File: src/hw/rtl/mpsa_pkg.sv
// Shared types, constants and helper functions for the multi-pool slot allocator.
// Depends on nothing; every other file of the block but mpsa_ram imports it.
`timescale 1ns / 1ps

package mpsa_pkg;

   // pool geometry
   localparam int unsigned NUM_POOLS   = 5;
   localparam int unsigned COUNT_POOL0 = 1024;
   localparam int unsigned COUNT_POOL1 = 1024;
   localparam int unsigned COUNT_POOL2 = 1024;
   localparam int unsigned COUNT_POOL3 = 1024;
   localparam int unsigned COUNT_POOL4 = 32;

   // field widths
   localparam int unsigned ADDR_W    = 48;
   localparam int unsigned ACT_W     = 2;
   localparam int unsigned POOL_W    = 3;
   localparam int unsigned SIDX_W    = 17;
   localparam int unsigned STATUS_W  = 2;
   localparam int unsigned RIDX_W    = 11;
   localparam int unsigned CSR_IDX_W = 3;
   localparam int unsigned CNT_W     = 17;

   // slot sizes as shifts; pool 0 is 3 << 3 bytes
   localparam int unsigned SIZE0_SH = 3;
   localparam int unsigned SIZE1_SH = 9;
   localparam int unsigned SIZE2_SH = 4;
   localparam int unsigned SIZE3_SH = 6;
   localparam int unsigned SIZE4_SH = 19;
   localparam int unsigned SIZE0   = 24;
   localparam int unsigned SIZE1   = 512;
   localparam int unsigned SIZE2   = 16;
   localparam int unsigned SIZE3   = 64;
   localparam int unsigned SIZE4   = 512 * 1024;

   // bitmap rows of 32 slots
   localparam int unsigned ROW_BITS = 32;
   localparam int unsigned BIT_W    = 5;

   localparam int unsigned MAX01     = (COUNT_POOL0 > COUNT_POOL1) ? COUNT_POOL0 : COUNT_POOL1;
   localparam int unsigned MAX23     = (COUNT_POOL2 > COUNT_POOL3) ? COUNT_POOL2 : COUNT_POOL3;
   localparam int unsigned MAX03     = (MAX01 > MAX23) ? MAX01 : MAX23;
   localparam int unsigned COUNT_MAX = (MAX03 > COUNT_POOL4) ? MAX03 : COUNT_POOL4;
   localparam int unsigned IDX_W     = ($clog2(COUNT_MAX) > 6) ? $clog2(COUNT_MAX) : 6;
   localparam int unsigned ROW_W     = IDX_W - BIT_W;
   localparam int unsigned ROWS_MAX  = 1 << ROW_W;

   localparam int unsigned ROWS_P0    = (COUNT_POOL0 + ROW_BITS - 1) / ROW_BITS;
   localparam int unsigned ROWS_P1    = (COUNT_POOL1 + ROW_BITS - 1) / ROW_BITS;
   localparam int unsigned ROWS_P2    = (COUNT_POOL2 + ROW_BITS - 1) / ROW_BITS;
   localparam int unsigned ROWS_P3    = (COUNT_POOL3 + ROW_BITS - 1) / ROW_BITS;
   localparam int unsigned ROWS_P4    = (COUNT_POOL4 + ROW_BITS - 1) / ROW_BITS;
   localparam int unsigned ROW_BASE1  = ROWS_P0;
   localparam int unsigned ROW_BASE2  = ROW_BASE1 + ROWS_P1;
   localparam int unsigned ROW_BASE3  = ROW_BASE2 + ROWS_P2;
   localparam int unsigned ROW_BASE4  = ROW_BASE3 + ROWS_P3;
   localparam int unsigned ROWS_TOTAL = ROW_BASE4 + ROWS_P4;
   localparam int unsigned RA_W       = (ROWS_TOTAL > 1) ? $clog2(ROWS_TOTAL) : 1;

   // divide by three through a reciprocal, exact for x below 2**X3_W
   localparam int unsigned X3_W   = IDX_W + 2;
   localparam int unsigned DIV3_K = IDX_W + 3;
   localparam logic [DIV3_K-1:0] DIV3_M = DIV3_K'(((64'd1 << DIV3_K) + 64'd2) / 64'd3);

   localparam int unsigned PROD_W = IDX_W + SIZE4_SH + 1;

   // request queue
   localparam int unsigned Q_DEPTH = 2;
   localparam int unsigned Q_PTR_W = 1;

   typedef enum logic [ACT_W-1:0] {
      ACT_ALLOC     = 2'd0,
      ACT_FREE_IDX  = 2'd1,
      ACT_FREE_ADDR = 2'd2,
      ACT_GET       = 2'd3
   } action_type;

   typedef enum logic [STATUS_W-1:0] {
      ST_OK      = 2'd0,
      ST_INVALID = 2'd1,
      ST_NO_SLOT = 2'd2
   } status_type;

   typedef enum logic [1:0] {
      OP_ALLOC  = 2'd0,
      OP_FREE   = 2'd1,
      OP_GET    = 2'd2,
      OP_REJECT = 2'd3
   } op_kind_type;

   typedef enum logic [1:0] {
      BK_IDLE = 2'd0,
      BK_CHK  = 2'd1,
      BK_MUL  = 2'd2,
      BK_ADD  = 2'd3
   } bk_state_type;

   typedef struct packed {
      op_kind_type       kind;
      logic [POOL_W-1:0] pool;
      logic [IDX_W-1:0]  idx;
      logic [ADDR_W-1:0] base;
   } op_type;

   function automatic logic [CNT_W-1:0] pool_count(input logic [POOL_W-1:0] p);
      logic [CNT_W-1:0] c;
      unique case (p)
         3'd0:    c = CNT_W'(COUNT_POOL0);
         3'd1:    c = CNT_W'(COUNT_POOL1);
         3'd2:    c = CNT_W'(COUNT_POOL2);
         3'd3:    c = CNT_W'(COUNT_POOL3);
         3'd4:    c = CNT_W'(COUNT_POOL4);
         default: c = '0;
      endcase
      return c;
   endfunction

   function automatic logic [ROW_W:0] pool_rows(input logic [POOL_W-1:0] p);
      logic [ROW_W:0] r;
      unique case (p)
         3'd0:    r = (ROW_W+1)'(ROWS_P0);
         3'd1:    r = (ROW_W+1)'(ROWS_P1);
         3'd2:    r = (ROW_W+1)'(ROWS_P2);
         3'd3:    r = (ROW_W+1)'(ROWS_P3);
         3'd4:    r = (ROW_W+1)'(ROWS_P4);
         default: r = '0;
      endcase
      return r;
   endfunction

   function automatic logic [RA_W-1:0] pool_row_base(input logic [POOL_W-1:0] p);
      logic [RA_W-1:0] b;
      unique case (p)
         3'd1:    b = RA_W'(ROW_BASE1);
         3'd2:    b = RA_W'(ROW_BASE2);
         3'd3:    b = RA_W'(ROW_BASE3);
         3'd4:    b = RA_W'(ROW_BASE4);
         default: b = '0;
      endcase
      return b;
   endfunction

   // highest legal offset from the base: (count - 1) * size
   function automatic logic [ADDR_W-1:0] pool_top(input logic [POOL_W-1:0] p);
      logic [ADDR_W-1:0] t;
      unique case (p)
         3'd0:    t = ADDR_W'(longint'(COUNT_POOL0 - 1) * longint'(SIZE0));
         3'd1:    t = ADDR_W'(longint'(COUNT_POOL1 - 1) * longint'(SIZE1));
         3'd2:    t = ADDR_W'(longint'(COUNT_POOL2 - 1) * longint'(SIZE2));
         3'd3:    t = ADDR_W'(longint'(COUNT_POOL3 - 1) * longint'(SIZE3));
         3'd4:    t = ADDR_W'(longint'(COUNT_POOL4 - 1) * longint'(SIZE4));
         default: t = '0;
      endcase
      return t;
   endfunction

   // bits past the pool's last slot in its last row read as taken
   function automatic logic [ROW_BITS-1:0] pad_mask(input logic [POOL_W-1:0] p,
                                                    input logic [ROW_W-1:0] row);
      logic [CNT_W-1:0]    cnt;
      logic [ROW_W:0]      last;
      logic [BIT_W-1:0]    rem;
      logic [ROW_BITS-1:0] m;
      cnt  = pool_count(p);
      last = pool_rows(p) - 1'b1;
      rem  = cnt[BIT_W-1:0];
      m    = '0;
      if ({1'b0, row} == last && rem != '0) begin
         m = ~((ROW_BITS'(1) << rem) - ROW_BITS'(1));
      end
      return m;
   endfunction

endpackage

File: src/hw/rtl/mpsa_fifo.sv
// Short queue of classified items between front end and back end.
// Depends on mpsa_pkg.
`timescale 1ns / 1ps

module mpsa_fifo (
   input  logic             clock,
   input  logic             reset,
   input  logic             push,
   input  mpsa_pkg::op_type push_op,
   output logic             full,
   input  logic             pop,
   output mpsa_pkg::op_type pop_op,
   output logic             empty
);
   import mpsa_pkg::*;

   op_type             mem_ff [Q_DEPTH];
   logic [Q_PTR_W-1:0] wr_ptr_ff, wr_ptr_in;
   logic [Q_PTR_W-1:0] rd_ptr_ff, rd_ptr_in;
   logic [Q_PTR_W:0]   cnt_ff, cnt_in;

   assign full   = cnt_ff == (Q_PTR_W+1)'(Q_DEPTH);
   assign empty  = cnt_ff == '0;
   assign pop_op = mem_ff[rd_ptr_ff];

   // advance pointers and fill count
   always_comb begin
      wr_ptr_in = push ? wr_ptr_ff + 1'b1 : wr_ptr_ff;
      rd_ptr_in = pop ? rd_ptr_ff + 1'b1 : rd_ptr_ff;
      cnt_in    = cnt_ff + (Q_PTR_W+1)'(push) - (Q_PTR_W+1)'(pop);
   end

   always_ff @(posedge clock) begin
      if (reset) begin
         wr_ptr_ff <= '0;
         rd_ptr_ff <= '0;
         cnt_ff    <= '0;
      end else begin
         wr_ptr_ff <= wr_ptr_in;
         rd_ptr_ff <= rd_ptr_in;
         cnt_ff    <= cnt_in;
      end
   end

   always_ff @(posedge clock) begin
      if (push) begin
         mem_ff[wr_ptr_ff] <= push_op;
      end
   end

`ifndef SYNTHESIS
   a_no_overflow: assert property (@(posedge clock) disable iff (reset) push |-> !full)
      else $error("queue push while full");
   a_no_underflow: assert property (@(posedge clock) disable iff (reset) pop |-> !empty)
      else $error("queue pop while empty");
`endif
endmodule

File: config.mk
export PLATFORM = sky130hd
export DESIGN_NAME = mpsa_fifo
export DESIGN_NICKNAME = d
export VERILOG_FILES = /design/src/hw/rtl/mpsa_pkg.sv /design/src/hw/rtl/mpsa_fifo.sv
export SDC_FILE = /design/constraint.sdc
export NUM_CORES = 1
export LEC_CHECK = 0
export ABC_AREA = 1
export BUFFER_PORTS_ARGS = -buffer_cell sky130_fd_sc_hd__buf_2
export CAP_MARGIN = 15
export CORE_MARGIN = 2
export CORE_UTILIZATION = 32
export DETAILED_ROUTE_END_ITERATION = 10
export PLACE_DENSITY = 0.49
export SKIP_CTS_REPAIR_TIMING = 1
export SKIP_LAST_GASP = 1
export SYNTH_ARGS = -nofsm -noshare
export SYNTH_HDL_FRONTEND = slang
export SYNTH_SLANG_ARGS = --single-unit
export TNS_END_PERCENT = 100
File: constraint.sdc
create_clock -name clock -period 6 [get_ports clock]
set_input_delay 0.6 -clock clock [delete_from_list [all_inputs] [get_ports clock]]
set_output_delay 0.6 -clock clock [all_outputs]
set_load 0.01 [all_outputs]
## After elaboration in Yosys (flattened, before gate mapping)

Memory sizes are Yosys's and may differ from the RTL's. A register that Yosys moved wholly into a read port is not among the register bits.
Index checks and enable logic that the tools add are counted.

| storage, ports and cells | value |
|---|---|
| memory bits (writable) | 126 |
| register bits | 4 |
| logic and storage cells | 14 |
| memories kept | 1 |
| bits of input ports | 67 |
| output and inout port bits | 65 |

| operators by class | value |
|---|---|
| multiplexer cells | 4 |
| add/sub/neg operators | 4 |
| equality and inequality tests | 1 |
| reduce and logical (&&, ||, !) cells | 1 |

Memory list:

| memory | words | width | rd ports | clocked after memory_dff | wr ports | line | text |
|---|---|---|---|---|---|---|---|
| mem_ff | 2 | 63 | 1 | 1 | 1 | mpsa_fifo.sv:17 | `op_type mem_ff [Q_DEPTH];` |

Operators with widths:

| kind | number |
|---|---|
| $mux 1 | 4 |
| $add 1x1->1 const B | 2 |
| $add 2x1->2 | 1 |
| $eq 2x2->1 const B | 1 |
| $logic_not 2->1 | 1 |
| $sub 2x1->2 | 1 |

## Depth between registers and ports, before layout

| logic depth | value |
|---|---|
| word-level depth | 3 |
| depth in mapped cells | 9 |
| gate-level depth less buffers | 9 |

## Worst setup path before layout

No wires, ideal clock.

| timing path | value |
|---|---|
| path type | input to register |
| from | input port push |
| to | memory mem_ff[0][0] (netlist name), enable pin |
| slack | 2.232 ns |
| path buffers | 0 |
| library setup time | 0.486 ns |
| stages on the path | 2 |
| data arrival time | 3.282 ns |
| cell sequence | inv_1 > nor2_1 |

| between the ends | value |
|---|---|
| longest elaborated chain between the ends | 2 |

Ends and longest elaborated chain:

| what | line | text |
|---|---|---|
| from (decl) | mpsa_fifo.sv:8 | `input logic push,` |
| $mux 1 | mpsa_fifo.sv:46 | `if (push) begin` |
| $mux 1 (not written as such) | mpsa_fifo.sv:47 | `mem_ff[wr_ptr_ff] <= push_op;` |
| to (decl) | mpsa_fifo.sv:17 |  |

No other way between the ends.

==> results.py <==
metrics = {
    "yosys": {
        "synthTopCellsByCount": "sky130_fd_sc_hd__edfxtp_1 (126), sky130_fd_sc_hd__mux2_4 (60), sky130_fd_sc_hd__inv_1 (8), sky130_fd_sc_hd__nor2_1 (8), sky130_fd_sc_hd__buf_12 (6)",
        "synth.cell_area_um2": 5070,
        "synthesis.nets": 296,
        "synthArstFlopShare_pct": 0,
        "synth.area.top_cells": "sky130_fd_sc_hd__edfxtp_1 (75%), sky130_fd_sc_hd__mux2_4 (18%), sky130_fd_sc_hd__buf_12 (2.4%), sky130_fd_sc_hd__dfxtp_1 (2.0%), sky130_fd_sc_hd__mux2_2 (0.67%)",
        "synthFlopType": "sky130_fd_sc_hd__edfxtp_1",
        "avgSynthCellArea_um2": 22.4,
        "post_synthesis_cell_type_count": 14,
        "synth-edff-count": 126,
        "post-synth-top-count-cell": "sky130_fd_sc_hd__edfxtp_1",
        "synth_instances": 227,
        "ys_ff_latch": 131,
        "synthDominantAreaCellType": "sky130_fd_sc_hd__edfxtp_1",
        "synth-seq-area-share_pct": 76.5,
        "synth_largest_type_area_fraction_pct": 74.6,
        "synthesis.yosys.warnings": 0,
    },
    "routing": {
        "number_of_design_rule_violations_left_by_the_first_detailed_router_iteration": 86,
        "drt-wirelength-per-cell_um": 14.8,
        "remaining_design_rule_violation_count": 0,
        "drt_pre_antenna_iters": 6,
        "routed_wirelength_mm": 8.92,
        "routed-via-count": 2474,
        "viasPerCell": 4.11,
        "post_detailed_route_count_of_antenna_violating_nets": 0,
    },
    "global_routing": {
        "grt_start_max_net_pins": 43,
        "grt_remaining_overflow": 0,
        "m2_gr_usage_pct": 17.6,
        "grt_antenna_before_repair": 1,
        "groute.usage.overall_pct": 11.0,
        "first_global_vias": 2570,
        "use_met3_pct": 5.86,
        "grt.met1_usage_pct": 12.2,
        "grt_first_pass_wirelength_mm": 13.2,
        "busiest_layer": "met2",
    },
    "floorplan": {
        "starting_density_of_the_core_pct": 32.3,
        "core_um2": 15700,
        "pin_count": 132,
        "die_height_um": 130,
        "die_x_um": 130,
        "die_area_um2": 16900,
        "placement_rows": 46,
    },
    "power": {
        "clockPowerShare_pct": 42.7,
        "totalPowerFinal_mw": 2.29,
        "netSwitchingFraction_pct": 20.8,
        "powerDensity_nw_per_um2": 354,
        "fraction_of_power_consumed_by_sequential_logic_pct": 47.2,
        "ir_drop_uv": 171,
        "internal_power_mw": 1.82,
        "power.leakage_nw": 2.59,
        "combPwrFrac_pct": 10.1,
        "p_switching_mw": 0.477,
    },
    "clock_network": {
        "clk_path_buf_depth": 2,
        "clock_pin_slew_worst_setup_and_hold_paths_ps": 50,
        "worstSkewPairLatency_ps": 410,
        "cts_root_buf": "sky130_fd_sc_hd__clkbuf_16",
        "htree_levels": 4,
        "tritoncts_num_sinks": 131,
        "cts_made_buffers": 17,
        "cts_tree": "yes",
    },
    "setup_path": {
        "worstSetupPathType": "reg -> out",
        "crit_path_cell_trace": "buf_4, mux2_2, buf_2",
        "critPathMaxFanout": 35,
        "crit_slowest_cell": "sky130_fd_sc_hd__dfxtp_4",
        "slack_of_the_worst_reg_to_reg_path_ps": 4050,
        "crit-reg2reg-capture": "mem_ff[1][28]",
        "setup.worst_path.end_class": "primary output",
        "crit_family": "buffers and inverters",
        "timing.critical_path.buf_inv": 2,
        "r2r.worst_path.cells": 3,
        "critical_path.max_stage_delay_ps": 710,
        "rr_startpoint": "wr_ptr_ff",
        "cp_data_arrival_time_ps": 2360,
        "worst-endpoint-required_ps": 5400,
        "crit_path_start_kind": "register",
    },
    "run": {
        "drv.max_cap_violation_count": 0,
    },
    "final_layout": {
        "nFillCells": 1438,
        "fin_cells": 602,
        "post_route_cells_drive_above_1_share_pct": 58.8,
        "final_nets": 442,
        "synthToLayoutAreaGrowth_pct": 27.6,
        "antenna_cells_inserted": 0,
        "register_area_um2": 3890,
        "multi_input_comb_area_um2": 1040,
    },
    "placed_design": {
        "i_o_buffers": 131,
        "detailed_place_hpwl_mm": 5.60,
        "globalplace.congestion": 0.670,
        "placedCellCount": 570,
    },
    "sta": {
        "max_slew_margin_pct": 53.9,
        "fin_crit_sh_pct": 49.3,
        "time_the_final_worst_path_needs_with_i_o_delays_and_setup_ps": 2960,
        "final-setup-viol-count": 0,
        "final.setup.tns_ps": 0,
        "slew_viol_final": 0,
        "rsz0062_at_grt": "no",
        "final-hold-violation-count": 0,
        "max_freq_ghz": 0.338,
        "worstMarginPinSlew_ps": 690,
        "skew_ps": 6.56,
    },
    "min_path": {
        "hold_path.class": "in -> reg",
        "holdPathEnd": "mem_ff[1][37]",
        "hold_sp": "push_op[37]",
        "worst_hold_path.num_cells": 1,
    },
    "outcome": {
        "status": "complete, no violations",
    },
}
## routing by layer
layer  vias up  routed length (µm)
met1      1207                3750
met4         2                 100
li1       1170                   -
met5         -                  13
met2        83                4360
met3        12                 694
## placed cells by master (no fill, tap or decap), drive strengths merged
master / n
clkinv: 3
a21oi: 1
nor3: 1
bufinv: 1
xnor2: 1
inv: 8
dfxtp: 5
nor2: 8
buf: 134
ha: 2
clkbuf: 28
mux2: 63
edfxtp: 126
nand2: 4
nand3: 1
## through the flow
stage | hold WS (ps) | utilization (%) | worst slack, ps | instance area (µm²)
5_1_grt | 351 | 41.2 | 2880 | 6470
3_3_place_gp | 505 | 37.6 | 3430 | 5900
6_report | 374 | 41.2 | 3040 | 6470
3_5_place_dp | 506 | 37.6 | 3400 | 5900
2_1_floorplan | 480 | - | 2230 | 5070
4_1_cts | 350 | 41.2 | 2950 | 6470
## cells by family (layout without fill, tap and decap cells)
logic type,after synthesis,after routing,share of synthesized area [%]
buf+inv,15,174,3.18
compound gates,1,1,0.0985
fa+ha+maj,2,2,0.493
xor+xnor,1,1,0.173
simple gates,14,14,1.08
mux,63,63,18.4
flops,131,131,76.5
## cell type report
| cell class | count | area share (%) |
|---|---|---|
| multi-input cells | 81 | 16.0 |
| flip-flops and latches | 131 | 60.1 |
| clock inverters | 4 | 0.696 |
| clock buffers | 28 | 8.14 |
| well taps | 216 | 4.17 |
| repair buffers | 134 | 10.5 |
| inverters | 8 | 0.464 |
## sequential cells by signal (all words and copies together), names as in the netlist, named ones only
signal / count
rd_ptr_ff: 1
cnt_ff: 2
mem_ff: 126
wr_ptr_ff: 1
## worst reg2reg max path, delay by kind of cell, from the launching register on
kind	cells	cell delay [ps]
buffers and inverters	2	1080
flip-flops	1	400
AND/OR/NAND/NOR	1	80
## power groups by stage
stage | logic [mW] | clock network [mW] | registers, mW
after detailed placement | 0.236 | 0 | 1.10
after CTS | 0.237 | 1.01 | 1.08
after floorplan | 0.168 | 0 | 1.09
after global placement | 0.234 | 0 | 1.10
final | 0.231 | 0.980 | 1.08
after global routing | 0.253 | 1.05 | 1.09
## worst max-delay path by stage
stage          cells after the start      from  slack [ps]            to
3_3_place_gp                       3  register        3430    pop_op[51]
4_1_cts                            3  register        2950    pop_op[51]
6_report                           3  register        3040    pop_op[51]
3_5_place_dp                       3  register        3400    pop_op[51]
2_1_floorplan                      2      push        2230  mem_ff[0][0]
5_1_grt                            3  register        2880    pop_op[51]
Note: power is estimated with default switching activity, not from simulation.
