[src/hw/rtl/mpsa_pkg.sv]
// Shared types, constants and helper functions for the multi-pool slot allocator.
// Depends on nothing; every other file of the block but mpsa_ram imports it.
`timescale 1ns / 1ps

package mpsa_pkg;

   // pool geometry
   localparam int unsigned NUM_POOLS   = 5;
   localparam int unsigned COUNT_POOL0 = 1024;
   localparam int unsigned COUNT_POOL1 = 1024;
   localparam int unsigned COUNT_POOL2 = 1024;
   localparam int unsigned COUNT_POOL3 = 1024;
   localparam int unsigned COUNT_POOL4 = 32;

   // field widths
   localparam int unsigned ADDR_W    = 48;
   localparam int unsigned ACT_W     = 2;
   localparam int unsigned POOL_W    = 3;
   localparam int unsigned SIDX_W    = 17;
   localparam int unsigned STATUS_W  = 2;
   localparam int unsigned RIDX_W    = 11;
   localparam int unsigned CSR_IDX_W = 3;
   localparam int unsigned CNT_W     = 17;

   // slot sizes as shifts; pool 0 is 3 << 3 bytes
   localparam int unsigned SIZE0_SH = 3;
   localparam int unsigned SIZE1_SH = 9;
   localparam int unsigned SIZE2_SH = 4;
   localparam int unsigned SIZE3_SH = 6;
   localparam int unsigned SIZE4_SH = 19;
   localparam int unsigned SIZE0   = 24;
   localparam int unsigned SIZE1   = 512;
   localparam int unsigned SIZE2   = 16;
   localparam int unsigned SIZE3   = 64;
   localparam int unsigned SIZE4   = 512 * 1024;

   // bitmap rows of 32 slots
   localparam int unsigned ROW_BITS = 32;
   localparam int unsigned BIT_W    = 5;

   localparam int unsigned MAX01     = (COUNT_POOL0 > COUNT_POOL1) ? COUNT_POOL0 : COUNT_POOL1;
   localparam int unsigned MAX23     = (COUNT_POOL2 > COUNT_POOL3) ? COUNT_POOL2 : COUNT_POOL3;
   localparam int unsigned MAX03     = (MAX01 > MAX23) ? MAX01 : MAX23;
   localparam int unsigned COUNT_MAX = (MAX03 > COUNT_POOL4) ? MAX03 : COUNT_POOL4;
   localparam int unsigned IDX_W     = ($clog2(COUNT_MAX) > 6) ? $clog2(COUNT_MAX) : 6;
   localparam int unsigned ROW_W     = IDX_W - BIT_W;
   localparam int unsigned ROWS_MAX  = 1 << ROW_W;

   localparam int unsigned ROWS_P0    = (COUNT_POOL0 + ROW_BITS - 1) / ROW_BITS;
   localparam int unsigned ROWS_P1    = (COUNT_POOL1 + ROW_BITS - 1) / ROW_BITS;
   localparam int unsigned ROWS_P2    = (COUNT_POOL2 + ROW_BITS - 1) / ROW_BITS;
   localparam int unsigned ROWS_P3    = (COUNT_POOL3 + ROW_BITS - 1) / ROW_BITS;
   localparam int unsigned ROWS_P4    = (COUNT_POOL4 + ROW_BITS - 1) / ROW_BITS;
   localparam int unsigned ROW_BASE1  = ROWS_P0;
   localparam int unsigned ROW_BASE2  = ROW_BASE1 + ROWS_P1;
   localparam int unsigned ROW_BASE3  = ROW_BASE2 + ROWS_P2;
   localparam int unsigned ROW_BASE4  = ROW_BASE3 + ROWS_P3;
   localparam int unsigned ROWS_TOTAL = ROW_BASE4 + ROWS_P4;
   localparam int unsigned RA_W       = (ROWS_TOTAL > 1) ? $clog2(ROWS_TOTAL) : 1;

   // divide by three through a reciprocal, exact for x below 2**X3_W
   localparam int unsigned X3_W   = IDX_W + 2;
   localparam int unsigned DIV3_K = IDX_W + 3;
   localparam logic [DIV3_K-1:0] DIV3_M = DIV3_K'(((64'd1 << DIV3_K) + 64'd2) / 64'd3);

   localparam int unsigned PROD_W = IDX_W + SIZE4_SH + 1;

   // request queue
   localparam int unsigned Q_DEPTH = 2;
   localparam int unsigned Q_PTR_W = 1;

   typedef enum logic [ACT_W-1:0] {
      ACT_ALLOC     = 2'd0,
      ACT_FREE_IDX  = 2'd1,
      ACT_FREE_ADDR = 2'd2,
      ACT_GET       = 2'd3
   } action_type;

   typedef enum logic [STATUS_W-1:0] {
      ST_OK      = 2'd0,
      ST_INVALID = 2'd1,
      ST_NO_SLOT = 2'd2
   } status_type;

   typedef enum logic [1:0] {
      OP_ALLOC  = 2'd0,
      OP_FREE   = 2'd1,
      OP_GET    = 2'd2,
      OP_REJECT = 2'd3
   } op_kind_type;

   typedef enum logic [1:0] {
      BK_IDLE = 2'd0,
      BK_CHK  = 2'd1,
      BK_MUL  = 2'd2,
      BK_ADD  = 2'd3
   } bk_state_type;

   typedef struct packed {
      op_kind_type       kind;
      logic [POOL_W-1:0] pool;
      logic [IDX_W-1:0]  idx;
      logic [ADDR_W-1:0] base;
   } op_type;

   function automatic logic [CNT_W-1:0] pool_count(input logic [POOL_W-1:0] p);
      logic [CNT_W-1:0] c;
      unique case (p)
         3'd0:    c = CNT_W'(COUNT_POOL0);
         3'd1:    c = CNT_W'(COUNT_POOL1);
         3'd2:    c = CNT_W'(COUNT_POOL2);
         3'd3:    c = CNT_W'(COUNT_POOL3);
         3'd4:    c = CNT_W'(COUNT_POOL4);
         default: c = '0;
      endcase
      return c;
   endfunction

   function automatic logic [ROW_W:0] pool_rows(input logic [POOL_W-1:0] p);
      logic [ROW_W:0] r;
      unique case (p)
         3'd0:    r = (ROW_W+1)'(ROWS_P0);
         3'd1:    r = (ROW_W+1)'(ROWS_P1);
         3'd2:    r = (ROW_W+1)'(ROWS_P2);
         3'd3:    r = (ROW_W+1)'(ROWS_P3);
         3'd4:    r = (ROW_W+1)'(ROWS_P4);
         default: r = '0;
      endcase
      return r;
   endfunction

   function automatic logic [RA_W-1:0] pool_row_base(input logic [POOL_W-1:0] p);
      logic [RA_W-1:0] b;
      unique case (p)
         3'd1:    b = RA_W'(ROW_BASE1);
         3'd2:    b = RA_W'(ROW_BASE2);
         3'd3:    b = RA_W'(ROW_BASE3);
         3'd4:    b = RA_W'(ROW_BASE4);
         default: b = '0;
      endcase
      return b;
   endfunction

   // highest legal offset from the base: (count - 1) * size
   function automatic logic [ADDR_W-1:0] pool_top(input logic [POOL_W-1:0] p);
      logic [ADDR_W-1:0] t;
      unique case (p)
         3'd0:    t = ADDR_W'(longint'(COUNT_POOL0 - 1) * longint'(SIZE0));
         3'd1:    t = ADDR_W'(longint'(COUNT_POOL1 - 1) * longint'(SIZE1));
         3'd2:    t = ADDR_W'(longint'(COUNT_POOL2 - 1) * longint'(SIZE2));
         3'd3:    t = ADDR_W'(longint'(COUNT_POOL3 - 1) * longint'(SIZE3));
         3'd4:    t = ADDR_W'(longint'(COUNT_POOL4 - 1) * longint'(SIZE4));
         default: t = '0;
      endcase
      return t;
   endfunction

   // bits past the pool's last slot in its last row read as taken
   function automatic logic [ROW_BITS-1:0] pad_mask(input logic [POOL_W-1:0] p,
                                                    input logic [ROW_W-1:0] row);
      logic [CNT_W-1:0]    cnt;
      logic [ROW_W:0]      last;
      logic [BIT_W-1:0]    rem;
      logic [ROW_BITS-1:0] m;
      cnt  = pool_count(p);
      last = pool_rows(p) - 1'b1;
      rem  = cnt[BIT_W-1:0];
      m    = '0;
      if ({1'b0, row} == last && rem != '0) begin
         m = ~((ROW_BITS'(1) << rem) - ROW_BITS'(1));
      end
      return m;
   endfunction

endpackage

[src/hw/rtl/mpsa_front.sv]
// Front end: holds the base registers, accepts requests, checks ranges and
// turns each request into a queue entry. Depends on mpsa_pkg.
`timescale 1ns / 1ps

module mpsa_front (
   input  logic                             clock,
   input  logic                             reset,
   input  logic                             start,
   output logic                             busy,
   input  logic [mpsa_pkg::ACT_W-1:0]       req_action,
   input  logic [mpsa_pkg::POOL_W-1:0]      req_pool,
   input  logic signed [mpsa_pkg::SIDX_W-1:0] req_slot_index,
   input  logic [mpsa_pkg::ADDR_W-1:0]      req_slot_address,
   input  logic                             csr_we,
   input  logic [mpsa_pkg::CSR_IDX_W-1:0]   csr_index,
   input  logic [mpsa_pkg::ADDR_W-1:0]      csr_wdata,
   input  logic                             q_full,
   output logic                             push,
   output mpsa_pkg::op_type                 push_op
);
   import mpsa_pkg::*;

   logic [ADDR_W-1:0] base_ff [NUM_POOLS];

   logic              s1_v_ff, s1_v_in;
   action_type        s1_act_ff;
   logic [POOL_W-1:0] s1_pool_ff;
   logic              s1_pool_ok_ff;
   logic [SIDX_W-1:0] s1_sidx_ff;
   logic [ADDR_W-1:0] s1_addr_ff;
   logic [ADDR_W-1:0] s1_base_ff;

   logic              s2_v_ff, s2_v_in;
   op_kind_type       s2_kind_ff, s2_kind_in;
   logic [POOL_W-1:0] s2_pool_ff;
   logic [IDX_W-1:0]  s2_idx_ff;
   logic [ADDR_W-1:0] s2_off_ff, s2_off_in;
   logic [ADDR_W-1:0] s2_base_ff;
   logic              s2_byaddr_ff;

   logic                     accept;
   logic [CNT_W-1:0]         cnt;
   logic                     idx_ok;
   logic                     off_ok;
   logic [X3_W-1:0]          x3;
   logic [X3_W+DIV3_K-1:0]   q3_prod;
   logic [IDX_W-1:0]         q;

   assign busy   = s1_v_ff | s2_v_ff | q_full;
   assign accept = start & ~busy;

   // write base registers
   always_ff @(posedge clock) begin
      if (reset) begin
         for (int i = 0; i < NUM_POOLS; i++) begin
            base_ff[i] <= '0;
         end
      end else if (csr_we && csr_index < CSR_IDX_W'(NUM_POOLS)) begin
         base_ff[csr_index] <= csr_wdata;
      end
   end

   // stage one: capture request and its pool base
   always_ff @(posedge clock) begin
      if (accept) begin
         s1_act_ff     <= action_type'(req_action);
         s1_pool_ff    <= req_pool;
         s1_pool_ok_ff <= req_pool < POOL_W'(NUM_POOLS);
         s1_sidx_ff    <= req_slot_index;
         s1_addr_ff    <= req_slot_address;
         s1_base_ff    <= (req_pool < POOL_W'(NUM_POOLS)) ? base_ff[req_pool] : '0;
      end
   end

   // classify: range checks on index and address offset
   always_comb begin
      cnt       = pool_count(s1_pool_ff);
      idx_ok    = ~s1_sidx_ff[SIDX_W-1] && ({1'b0, s1_sidx_ff[SIDX_W-2:0]} < cnt);
      s2_off_in = s1_addr_ff - s1_base_ff;
      off_ok    = s2_off_in <= pool_top(s1_pool_ff);
      s2_kind_in = OP_REJECT;
      if (s1_pool_ok_ff) begin
         unique case (s1_act_ff)
            ACT_ALLOC:     s2_kind_in = OP_ALLOC;
            ACT_FREE_IDX:  s2_kind_in = idx_ok ? OP_FREE : OP_REJECT;
            ACT_FREE_ADDR: s2_kind_in = off_ok ? OP_FREE : OP_REJECT;
            ACT_GET:       s2_kind_in = idx_ok ? OP_GET : OP_REJECT;
         endcase
      end
   end

   always_ff @(posedge clock) begin
      if (s1_v_ff) begin
         s2_kind_ff   <= s2_kind_in;
         s2_pool_ff   <= s1_pool_ff;
         s2_idx_ff    <= s1_sidx_ff[IDX_W-1:0];
         s2_off_ff    <= s2_off_in;
         s2_base_ff   <= s1_base_ff;
         s2_byaddr_ff <= s1_act_ff == ACT_FREE_ADDR;
      end
   end

   // stage two: offset to slot index
   always_comb begin
      x3      = X3_W'(s2_off_ff >> SIZE0_SH);
      q3_prod = (X3_W+DIV3_K)'(x3) * (X3_W+DIV3_K)'(DIV3_M);
      unique case (s2_pool_ff)
         3'd0:    q = IDX_W'(q3_prod >> DIV3_K);
         3'd1:    q = IDX_W'(s2_off_ff >> SIZE1_SH);
         3'd2:    q = IDX_W'(s2_off_ff >> SIZE2_SH);
         3'd3:    q = IDX_W'(s2_off_ff >> SIZE3_SH);
         3'd4:    q = IDX_W'(s2_off_ff >> SIZE4_SH);
         default: q = '0;
      endcase
      push_op.kind = s2_kind_ff;
      push_op.pool = s2_pool_ff;
      push_op.idx  = s2_byaddr_ff ? q : s2_idx_ff;
      push_op.base = s2_base_ff;
      push         = s2_v_ff & ~q_full;
   end

   // advance valid flags
   always_comb begin
      s1_v_in = accept;
      s2_v_in = s1_v_ff | (s2_v_ff & ~push);
   end

   always_ff @(posedge clock) begin
      if (reset) begin
         s1_v_ff <= 1'b0;
         s2_v_ff <= 1'b0;
      end else begin
         s1_v_ff <= s1_v_in;
         s2_v_ff <= s2_v_in;
      end
   end
endmodule

[config.mk]
export PLATFORM = sky130hd
export DESIGN_NAME = mpsa_front
export DESIGN_NICKNAME = d
export VERILOG_FILES = /design/src/hw/rtl/mpsa_pkg.sv /design/src/hw/rtl/mpsa_front.sv
export SDC_FILE = /design/constraint.sdc
export NUM_CORES = 1
export LEC_CHECK = 0
export BUFFER_PORTS_ARGS = -buffer_cell sky130_fd_sc_hd__clkbuf_2
export CAP_MARGIN = 20
export CORE_UTILIZATION = 45
export DETAILED_ROUTE_END_ITERATION = 7
export PLACE_DENSITY = 0.66
export RECOVER_POWER = 50
export SYNTH_ARGS = -nofsm -noshare
export SYNTH_HDL_FRONTEND = slang
export SYNTH_SLANG_ARGS = --single-unit
[constraint.sdc]
create_clock -name clock -period 7.2 [get_ports clock]
set_clock_uncertainty 0.05 [all_clocks]
set_input_delay 0.36 -clock clock [delete_from_list [all_inputs] [get_ports clock]]
set_output_delay 0.36 -clock clock [all_outputs]
set_load 0.005 [all_outputs]
## Yosys cells after proc, flatten, opt, wreduce, memory -nomap -nowiden

Memories as Yosys holds them, arrays and structs flattened. A register that Yosys moved wholly into a read port is not among the register bits.
Index checks and enable logic that the tools add are counted.

| operators by class | value |
|---|---|
| multipliers | 1 |
| div/mod/pow operators | 0 |
| muxes and demuxes | 16 |
| reductions and logical operators | 8 |
| $add $sub $neg | 1 |
| eq/ne operators | 11 |
| shift-type cells | 0 |
| magnitude comparators | 4 |
| bitwise gates (word level) | 10 |

Operator list:

| cell | number |
|---|---|
| $pmux 24 s5 | 1 |
| $pmux 10 s5 | 1 |
| $le 48x24->1 | 1 |
| $mux 48 | 1 |
| $reduce_or 48->1 | 1 |
| $sub 48x48->48 | 1 |
| $mul 12x12->23 const B | 1 |
| $pmux 11 s2 | 1 |
| $lt 16x17->1 | 1 |
| $eq 3x2->1 const B | 4 |
| $mux 10 | 1 |
| $pmux 2 s4 | 1 |
| $mux 1 | 7 |
| $eq 3x1->1 const B | 2 |
| $eq 3x3->1 const B | 2 |
| $logic_not 3->1 | 2 |
| $lt 3x3->1 const B | 2 |
| $eq 2x2->1 const B | 2 |
| $mux 2 | 2 |
| $not 1->1 | 4 |
| $reduce_or 4->1 | 1 |
| $and 1x1->1 | 3 |
| $mux 3 | 1 |
| $or 1x1->1 | 3 |
| 4 further kinds | 5 |

| word-level totals | value |
|---|---|
| register bits after elaboration | 166 |
| memory bits (read-only) | 0 |
| word-level logic and storage cells | 65 |
| bits of input ports | 126 |
| bits in latches | 0 |
| output and inout bits | 65 |
| memories | 1 |
| memory bits (writable) | 240 |

Memories:

| memory | depth | width | rd ports | clocked after memory_dff | write ports | line | text |
|---|---|---|---|---|---|---|---|
| base_ff | 5 | 48 | 1 | 1 | 5 | mpsa_front.sv:23 | `logic [ADDR_W-1:0] base_ff [NUM_POOLS];` |

## Longest topological paths before layout

Gate-level depths: netlist of the first run.

| logic depth | value |
|---|---|
| word-level depth | 7 |
| depth in mapped cells | 23 |
| depth with buffers taken out | 23 |

## Worst setup path before layout of the first run

No wires, ideal clock.

| timing | value |
|---|---|
| kind | register -> register |
| from | register s1_v_ff |
| to | register s1_act_ff[0] (enable) |
| path buffers | 0 |
| setup time | 0.599 ns |
| slack | -0.445 ns |
| arrival time | 6.996 ns |
| data required time | 6.551 ns |
| clock period less this slack | 7.645 ns |
| stages on the path, launching flop included | 3 |
| path through | dfxtp_1 -> or3_1 -> nor2_1 |

| between the ends | value |
|---|---|
| word-level cells in the longest chain between the ends | 4 |

RTL lines:

| item | line | text |
|---|---|---|
| from (decl) | mpsa_front.sv:25 | `logic s1_v_ff, s1_v_in;` |
| from (signal assigned) | mpsa_front.sv:133 | `s1_v_ff <= s1_v_in;` |
| $or 1x1->1 (2 in series) | mpsa_front.sv:49 | `assign busy = s1_v_ff \| s2_v_ff \| q_full;` |
| named net busy | mpsa_front.sv:9 | `output logic busy,` |
| $not 1->1 | mpsa_front.sv:50 | `assign accept = start & ~busy;` |
| $and 1x1->1 | mpsa_front.sv:50 |  |
| named net accept | mpsa_front.sv:41 | `logic accept;` |
| to (signal assigned) | mpsa_front.sv:66 | `s1_act_ff <= action_type'(req_action);` |
| to (decl) | mpsa_front.sv:26 | `action_type s1_act_ff;` |

The timed path passes the listed nets, and every way through them passes these cells.
A chain may end at the register's enable or synchronous reset.

==> results.md, run 1 <==
* Area growth from synthesis to layout at 16.2%
* Largest stage delay on the critical path at around 0.53 ns
* Share of power burned in the clock network at 0.353
* Peak supply drop at between 0.15 and 0.2 mV
* Reg clk slew, reported paths at around 0.060 ns
* Synthesized-area fraction occupied by adder cells at 0.113
* Synth Area in Simple Gates at 0.119
* Global-route wire length before repair at between 80000 and 90000 µm
* Cell types with the largest area share after synthesis: sky130_fd_sc_hd__edfxtp_1, sky130_fd_sc_hd__ha_1, sky130_fd_sc_hd__and2_1
* Initial standard-cell utilization of the core at 0.455
* Vertical die dimension at 230 µm
* Post-synth top area share at 0.577
* Row count at 83
* Capturing point of the worst reg2reg path: s2_kind_ff[1]$_SDFFCE_PN1P_
* R2r worst-path depth at 21
* Slowest cell on crit path: sky130_fd_sc_hd__fa_1
* Nets at about 2400
* Wire length after detailed routing at 55000 µm
* Start point of the worst hold path: csr_wdata[41]
* Power Dens Cells at 243 nW/µm²
* Post-synthesis instance total at about 1800
* Power Internal at around 4.9 mW
* Total non-filler cell area in the finished layout at approximately 27000 µm²
* Mux share of post-synthesis cell area at 0.0511
* Part of the power in registers at 0.471
* Total gr overflow at 0
* Layout cell share with drive strength beyond 1 at 0.131
* Area of the die at approximately 53000 µm²
* Critical setup path kind: reg2out
* Worst hold stages at 2
* Xor and xnor area share after synthesis at 0.0184
* Buffers plus inverters on the worst setup path at 5
* Cell family with most CP delay: adder cells
* Share of power burned in combinational logic at 0.176
* Number of buffers on the longest clock path at 3
* Top cells by instance count after synthesis: sky130_fd_sc_hd__edfxtp_1, sky130_fd_sc_hd__and2_1, sky130_fd_sc_hd__inv_1
* Number of optimization iterations in the first detailed-route pass at 5
* Post-layout instance count excluding filler cells at between 2000 and 3000
* Main combinational cell family by area after synthesis: simple AND/OR/NAND/NOR gates
* Average cell area after synthesis at about 13 µm²
* Leading cell type by number of instances after synthesis: sky130_fd_sc_hd__edfxtp_1
* Endpoint, Worst Hold: base_ff[3][41]$_SDFFCE_PN0P_
* Crit-path max FO at 7
* Drt initial violations at between 1000 and 1500
* HPWL after detailed placement at 36800 µm
* Unrepaired setup endpoints after global routing: false
* Syn nets at 2114
* Total count of max-transition violations in the final report at roughly 490
* Predominant post-synthesis flop cell: sky130_fd_sc_hd__edfxtp_1
* Post-route minimum period at 6.20 ns
* Share of the yosys chip area belonging to registers at 0.579
* Final weighted congestion of routability-driven global placement at 0.882
* Clock Sinks at 451
* Failing checks: max-capacitance violations, max-slew violations
* Slew at the pin with the worst max-slew slack at a little over 4 ns
* Number of buffer cells added on primary ports at between 150 and 200
* Vias per cell at approximately 5.3
* Initial antenna violation count at 5
* Vias after detailed routing at approximately 15000
* Final period utilization at 0.862
* Max-cap viol count at 10
* Final setup TNS at 0 ns
* Final setup margin at 0.995 ns
* Core region area at around 50000 µm²
* Flop2flop setup slack at 1.68 ns
* Synth unique cells at 67
* CTS root buffer: sky130_fd_sc_hd__clkbuf_16
* Number of setup violations in the final report at 0
* Dpl cells at about 2600
* Critical path capture point type: output pin
* Static power due to leakage at 10.6 nW
* Count of yosys warnings during synthesis at 0
* Slew HR at -1.69
* Post-placement setup slack at 1.57 ns
* Status: complete, but fails checks
* Summed instance area of the synthesized netlist at around 23000 µm²
* Count of unresolved DRC violations after routing at 0
* Routed Antenna Nets at 0
* Synth Register Bits at approximately 450
* Share of synthesized registers carrying an async set or reset at 0
* Data required, critical path at about 6.8 ns
* Width of the die at 230 µm
* Final Util at 0.529
* Pwr Total at 6.60 mW
* CTS tree: built
* Category of the worst setup path launch point: flop
* Tightest Hold Check Type: in2reg
* Data arrival time of the critical path at slightly below 6 ns
* Net Sw Frac at 0.263
* Cell chain of the critical path: ha_1 -> fa_1 -> inv_1 -> fa_1 -> inv_1 -> fa_1 -> inv_1 -> fa_1 -> inv_1 -> ha_1 -> or3_1 -> o2111ai_1 -> nand4b_1 -> a21o_1 -> a21oi_1 -> o21ai_0 -> xnor2_1 -> o21ai_0 -> clkbuf_2
* Fraction of the mapped netlist area in compound gates at 0.0770
* Number of gates resized after CTS at 0
* Per-cell routed wire length at roughly 20 µm
* Maximum number of pins on one net before global-route repair at 70
* Count of flip-flops with a built-in enable after synthesis at about 450
* Worst skew pair latency at just under 0.6 ns
* Standard cell area after detailed placement at roughly 25000 µm²
* # H-tree levels at 2
* Via count of the first global-routing pass at around 15000
* Worst hold slack at around 0.047 ns
* Io pins at 191
* Max Clk Rate at between 150 and 200 MHz
* Reg2reg start: s1_base_ff[5]$_SDFFCE_PN0P_
* Reported net switching power at about 1.7 mW
* Total global routing track utilization at 0.208
* Number of endpoints with negative hold slack in the final report at 0
* Total clock buffers created by CTS at 47
* Dominant cell type by area after synthesis: sky130_fd_sc_hd__edfxtp_1
timing repair:
item,in CTS,in global routing
endpoints found under the hold margin,69,0
hold buffers,71,0
setup buffers,0,0
final cells by class:
| class | count | area [µm²] |
|---|---|---|
| fillers | 4365 | 24200 |
| flip-flops and latches | 451 | 13500 |
| multi-input cells | 1085 | 8870 |
| repair buffers | 277 | 1670 |
| clock buffers | 57 | 1230 |
| well taps | 680 | 851 |
| inverters | 200 | 751 |
| clock inverters | 26 | 229 |
| diodes | 2 | 5.00 |
registers in the layout, summed over array words and instances, names as in the netlist, 2 cells and up:
name and count:
s1_act_ff 2, s2_pool_ff 3, s2_off_ff 26, base_ff 240, s1_sidx_ff 17, s2_kind_ff 2, s1_base_ff 48, s1_pool_ff 3
s2_idx_ff 10, s2_base_ff 48, s1_addr_ff 48
kinds of logic after synthesis:
kind of cell / after synthesis
simple gates: 502
flops: 451
compound gates: 288
buf+inv: 265
fa+ha+maj: 187
mux: 59
xor+xnor: 49
placed cells by master (no fill, tap or decap), drive strengths merged, types with 7 or more instances in the layout:
cell type and instances:
o21a 8, nor3 16, nand2 102, nand4 16, o21ai 97, nor2b 19, clkinv 17, xor2 14
mux2i 10, a22oi 10, fa 40, clkbuf 257, or2 8, xnor2 35, inv 203, o22ai 18
mux4 48, ha 147, nand3 19, dlygate4sd3 71, a31oi 9, nand2b 12, edfxtp 449, or3 7
and2 243, nor2 38, a21o 30, a21oi 76
layer usage:
| metal | wire length, µm | vias up | global-route usage |
|---|---|---|---|
| li1 | - | 6964 | - |
| met1 | 22600 | 7239 | 0.257 |
| met2 | 27800 | 351 | 0.362 |
| met3 | 2880 | 108 | 0.0401 |
| met4 | 1790 | 6 | 0.0755 |
| met5 | 42 | - | 0 |
worst reg2reg max path, cell delays in order (launching register included):
cell                        delay (ns)
sky130_fd_sc_hd__edfxtp_1         0.35
sky130_fd_sc_hd__inv_1            0.07
sky130_fd_sc_hd__ha_1             0.38
sky130_fd_sc_hd__o21a_1           0.17
sky130_fd_sc_hd__o211ai_1         0.09
sky130_fd_sc_hd__a21o_1           0.18
sky130_fd_sc_hd__o21a_1           0.24
sky130_fd_sc_hd__o21ai_1          0.32
sky130_fd_sc_hd__a21oi_1          0.17
sky130_fd_sc_hd__o31ai_1          0.28
sky130_fd_sc_hd__xor2_1           0.32
sky130_fd_sc_hd__ha_1             0.21
sky130_fd_sc_hd__nand4_1          0.15
sky130_fd_sc_hd__nor4_1           0.54
sky130_fd_sc_hd__nand2_1          0.15
sky130_fd_sc_hd__a21oi_1          0.17
sky130_fd_sc_hd__nand4_1          0.09
sky130_fd_sc_hd__or4_1            0.42
sky130_fd_sc_hd__a2111oi_2        0.24
sky130_fd_sc_hd__nand4_1          0.18
sky130_fd_sc_hd__nor4_1           0.35
sky130_fd_sc_hd__a31oi_1          0.13
power by group through the flow:
stage	Combinational (mW)	Sequential (mW)	Clock (mW)
after CTS	1.18	3.11	2.37
after floorplan	0.822	3.15	0
after global routing	1.32	3.13	2.47
final	1.16	3.11	2.33
after global placement	1.11	3.16	0
after detailed placement	1.14	3.17	0
worst max path at each step:
stage / startpoint / endpoint / slack (ns) / cells after the start
floorplan: s1_v_ff$_SDFF_PP0_ / s1_act_ff[0]$_DFFE_PP_ / 1.56 / 2
global placement: s2_off_ff[7]$_DFFE_PP_ / push_op[57] / 1.67 / 19
global route: req_pool[0] / s1_base_ff[38]$_SDFFCE_PN0P_ / 0.31 / 6
finish: s2_off_ff[7]$_DFFE_PP_ / push_op[57] / 1.0 / 19
detailed placement: s2_off_ff[4]$_DFFE_PP_ / push_op[57] / 1.57 / 23
CTS: s2_off_ff[4]$_DFFE_PP_ / push_op[57] / 0.94 / 23
(Power assumes the default switching activity.)
==> run 2, diff against run 1 <==
--- a/config.mk
+++ b/config.mk
@@ -9,7 +9,7 @@
 export CAP_MARGIN = 20
 export CORE_UTILIZATION = 45
 export DETAILED_ROUTE_END_ITERATION = 7
-export PLACE_DENSITY = 0.66
+export PLACE_DENSITY = 0.64
 export RECOVER_POWER = 50
 export SYNTH_ARGS = -nofsm -noshare
 export SYNTH_HDL_FRONTEND = slang
==> constraint.sdc (replaced) <==
create_clock -name clock -period 7.3 [get_ports clock]
set_clock_uncertainty 0.05 [all_clocks]
set_input_delay 0.365 -clock clock [delete_from_list [all_inputs] [get_ports clock]]
set_output_delay 0.365 -clock clock [all_outputs]
set_load 0.005 [all_outputs]
==> results.md, run 2 (synthesis gave the netlist of run 1 again) <==
* Wire length after detailed routing at 55900 µm (was 55000 µm)
* Slew at the pin with the worst max-slew slack at 3.32 ns (was 4.03 ns)
* Tightest Hold Check Type: in2reg (unchanged)
* Number of optimization iterations in the first detailed-route pass at 5 (unchanged)
* Number of endpoints with negative hold slack in the final report at 0 (unchanged)
* Category of the worst setup path launch point: flop (unchanged)
* Count of unresolved DRC violations after routing at 0 (unchanged)
* Cell family with most CP delay: adder cells (unchanged)
* Global-route wire length before repair at 86200 µm (was 83800 µm)
* Net Sw Frac at 0.259 (was 0.263)
* Post-layout instance count excluding filler cells at 2772 (was 2778)
* Total count of max-transition violations in the final report at 491 (was 485)
* Buffers plus inverters on the worst setup path at 5 (unchanged)
* Io pins at 191 (unchanged)
* Power Dens Cells at 243 nW/µm² (about the same)
* Initial standard-cell utilization of the core at 0.455 (unchanged)
* Final period utilization at 0.848
* Crit-path max FO at 7 (unchanged)
* Routed Antenna Nets at 0 (unchanged)
* Total clock buffers created by CTS at 48 (was 47)
* Post-route minimum period at about 6.2 ns
* Drt initial violations at 1032 (was 1038)
* Dpl cells at 2618 (was 2622)
* Final setup TNS at 0 ns (unchanged)
* # H-tree levels at 2 (unchanged)
* Width of the die at 230 µm (unchanged)
* Max-cap viol count at 12 (was 10)
* Reported net switching power at 1.71 mW (was 1.74 mW)
* Nets at 2371 (was 2375)
* Vias after detailed routing at 14600 (was 14700)
* Row count at 83 (unchanged)
* Most common library cell in the layout ignoring fill and taps: sky130_fd_sc_hd__edfxtp_1 (unchanged)
* Data required, critical path at 6.88 ns (was 6.79 ns)
* CTS tree: built (unchanged)
* Post-placement setup slack at 1.66 ns (was 1.57 ns)
* Largest stage delay on the critical path at 0.53 ns (about the same)
* Per-cell routed wire length at 20.1 µm (was 19.8 µm)
* Post-cts hold buffer count at 70 (was 71)
* Layout cell share with drive strength beyond 1 at 0.135 (was 0.131)
* Max Clk Rate at 161 MHz
* HPWL after detailed placement at 37200 µm (was 36800 µm)
* Static power due to leakage at 10.6 nW (about the same)
* Critical setup path kind: reg2out (unchanged)
* Peak supply drop at 0.215 mV (was 0.191 mV)
* Initial antenna violation count at 9 (was 5)
* Core region area at 51300 µm² (unchanged)
* Cell chain of the critical path: ha_1 -> fa_1 -> inv_1 -> fa_1 -> inv_1 -> fa_1 -> inv_1 -> fa_1 -> inv_1 -> ha_1 -> or3_1 -> o2111ai_1 -> nand4b_1 -> a21o_1 -> a21oi_1 -> o21ai_0 -> xnor2_1 -> o21ai_0 -> clkbuf_2 (unchanged)
* Via count of the first global-routing pass at 15100 (was 15000)
* Vias per cell at 5.28 (about the same)
* Number of setup violations in the final report at 0 (unchanged)
* Final setup margin at 1.11 ns (was 0.995 ns)
* Reg clk slew, reported paths at 0.06 ns (about the same)
* Failing checks: max-capacitance violations, max-slew violations (unchanged)
* Maximum number of pins on one net before global-route repair at 70 (unchanged)
* Total gr overflow at 0 (unchanged)
* Vertical die dimension at 230 µm (unchanged)
* Share of power burned in combinational logic at 0.173 (was 0.176)
* Status: complete, but fails checks (unchanged)
* Share of power burned in the clock network at 0.362 (was 0.353)
* Part of the power in registers at 0.465 (was 0.471)
* Worst hold slack at 0.0545 ns (was 0.0471 ns)
* Number of buffers on the longest clock path at 3 (unchanged)
* Number of flip-flops under the largest register name at 240 (unchanged)
* Power Internal at 4.90 mW (was 4.87 mW)
* Clock Sinks at 451 (unchanged)
* Unrepaired setup endpoints after global routing: false (unchanged)
* Area growth from synthesis to layout at 16.3% (was 16.2%)
* Number of gates resized after CTS at 0 (unchanged)
* Final weighted congestion of routability-driven global placement at 0.898 (was 0.882)
* Area of the die at 52800 µm² (unchanged)
* Number of buffer cells added on primary ports at 190 (unchanged)
* Top reg by flops: base_ff (unchanged)
* Data arrival time of the critical path at 5.78 ns (was 5.79 ns)
* Worst skew pair latency at 0.59 ns (about the same)
* CTS root buffer: sky130_fd_sc_hd__clkbuf_16 (unchanged)
* Critical path capture point type: output pin (unchanged)
* Total global routing track utilization at 0.214 (was 0.208)
* Slew HR at -1.21 (was -1.69)
* # fillers at 4391 (was 4365)
* Commonest cells after routing, fill and taps aside: sky130_fd_sc_hd__edfxtp_1, sky130_fd_sc_hd__inv_1, sky130_fd_sc_hd__ha_1, sky130_fd_sc_hd__clkbuf_2, sky130_fd_sc_hd__and2_0 (was sky130_fd_sc_hd__edfxtp_1, sky130_fd_sc_hd__inv_1, sky130_fd_sc_hd__and2_1, sky130_fd_sc_hd__ha_1, sky130_fd_sc_hd__clkbuf_2)
* Count of buffers added by post-CTS timing repair for setup at 0 (unchanged)
* Slowest cell on crit path: sky130_fd_sc_hd__fa_1 (unchanged)
==> run 2: final timing paths <==
path                                     from                     endpoint  slack (ns)  cells past startpoint
setup / recovery       s2_off_ff[7]$_DFFE_PP_                  push_op[57]        1.11                     19
hold / removal                   csr_wdata[0]  base_ff[3][0]$_SDFFCE_PN0P_        0.05                      2
setup reg to reg  s1_base_ff[1]$_SDFFCE_PN0P_  s2_kind_ff[1]$_SDFFCE_PN1P_        1.85                     21
hold reg to reg       s1_sidx_ff[1]$_DFFE_PP_       s2_idx_ff[1]$_DFFE_PP_        0.37                      0
==> run 2: layout make-up <==
class                      instances  area (µm²)  share of cell area
tap                              680         851              0.0313
timing repair buffer             272        1650              0.0607
clock buffer                      56        1230              0.0453
multi-input combinational       1085        8870               0.326
sequential                       451       13500               0.498
inverter                         200         751              0.0276
antenna                            1        2.50           0.0000921
clock inverter                    27         294              0.0108
==> run 2: per-layer routing <==
layer / vias to the layer above / wire (µm) / track usage
met5: - / 80 / 0
li1: 6966 / - / -
met1: 7135 / 23200 / 0.272
met3: 114 / 3070 / 0.0389
met4: 12 / 1720 / 0.0743
met2: 398 / 27800 / 0.365
==> run 2: worst register-to-register path, cell delays in order (launching register included) <==
cell and delay, ns:
sky130_fd_sc_hd__edfxtp_1 0.45, sky130_fd_sc_hd__inv_1 0.08, sky130_fd_sc_hd__ha_1 0.21, sky130_fd_sc_hd__nor2b_1 0.14, sky130_fd_sc_hd__o31ai_1 0.42, sky130_fd_sc_hd__a21o_1 0.21
sky130_fd_sc_hd__o21a_1 0.25, sky130_fd_sc_hd__o21ai_1 0.18, sky130_fd_sc_hd__a21oi_1 0.26, sky130_fd_sc_hd__o31ai_1 0.11, sky130_fd_sc_hd__xor2_1 0.18, sky130_fd_sc_hd__ha_1 0.33
sky130_fd_sc_hd__nand4_1 0.15, sky130_fd_sc_hd__nor4_1 0.47, sky130_fd_sc_hd__nand2_1 0.15, sky130_fd_sc_hd__a21oi_1 0.17, sky130_fd_sc_hd__nand4_1 0.09, sky130_fd_sc_hd__or4_1 0.43
sky130_fd_sc_hd__a2111oi_2 0.25, sky130_fd_sc_hd__nand4_1 0.16, sky130_fd_sc_hd__nor4_1 0.31, sky130_fd_sc_hd__a31oi_1 0.12
==> run 2: power by group through the flow <==
stage | combinational [mW] | clock [mW] | sequential, mW
after floorplan | 0.811 | 0 | 3.10
after global placement | 1.10 | 0 | 3.12
after detailed placement | 1.12 | 0 | 3.12
after CTS | 1.16 | 2.44 | 3.07
after global routing | 1.29 | 2.53 | 3.08
final | 1.14 | 2.39 | 3.07
==> run 2: stage by stage <==
stage | utilization | total power, mW | instance area (µm²)
2_1_floorplan | - | 3.91 | 23400
3_3_place_gp | 0.489 | 4.22 | 25100
3_5_place_dp | 0.489 | 4.24 | 25100
4_1_cts | 0.532 | 6.67 | 27300
5_1_grt | 0.530 | 6.91 | 27200
6_report | 0.530 | 6.60 | 27200
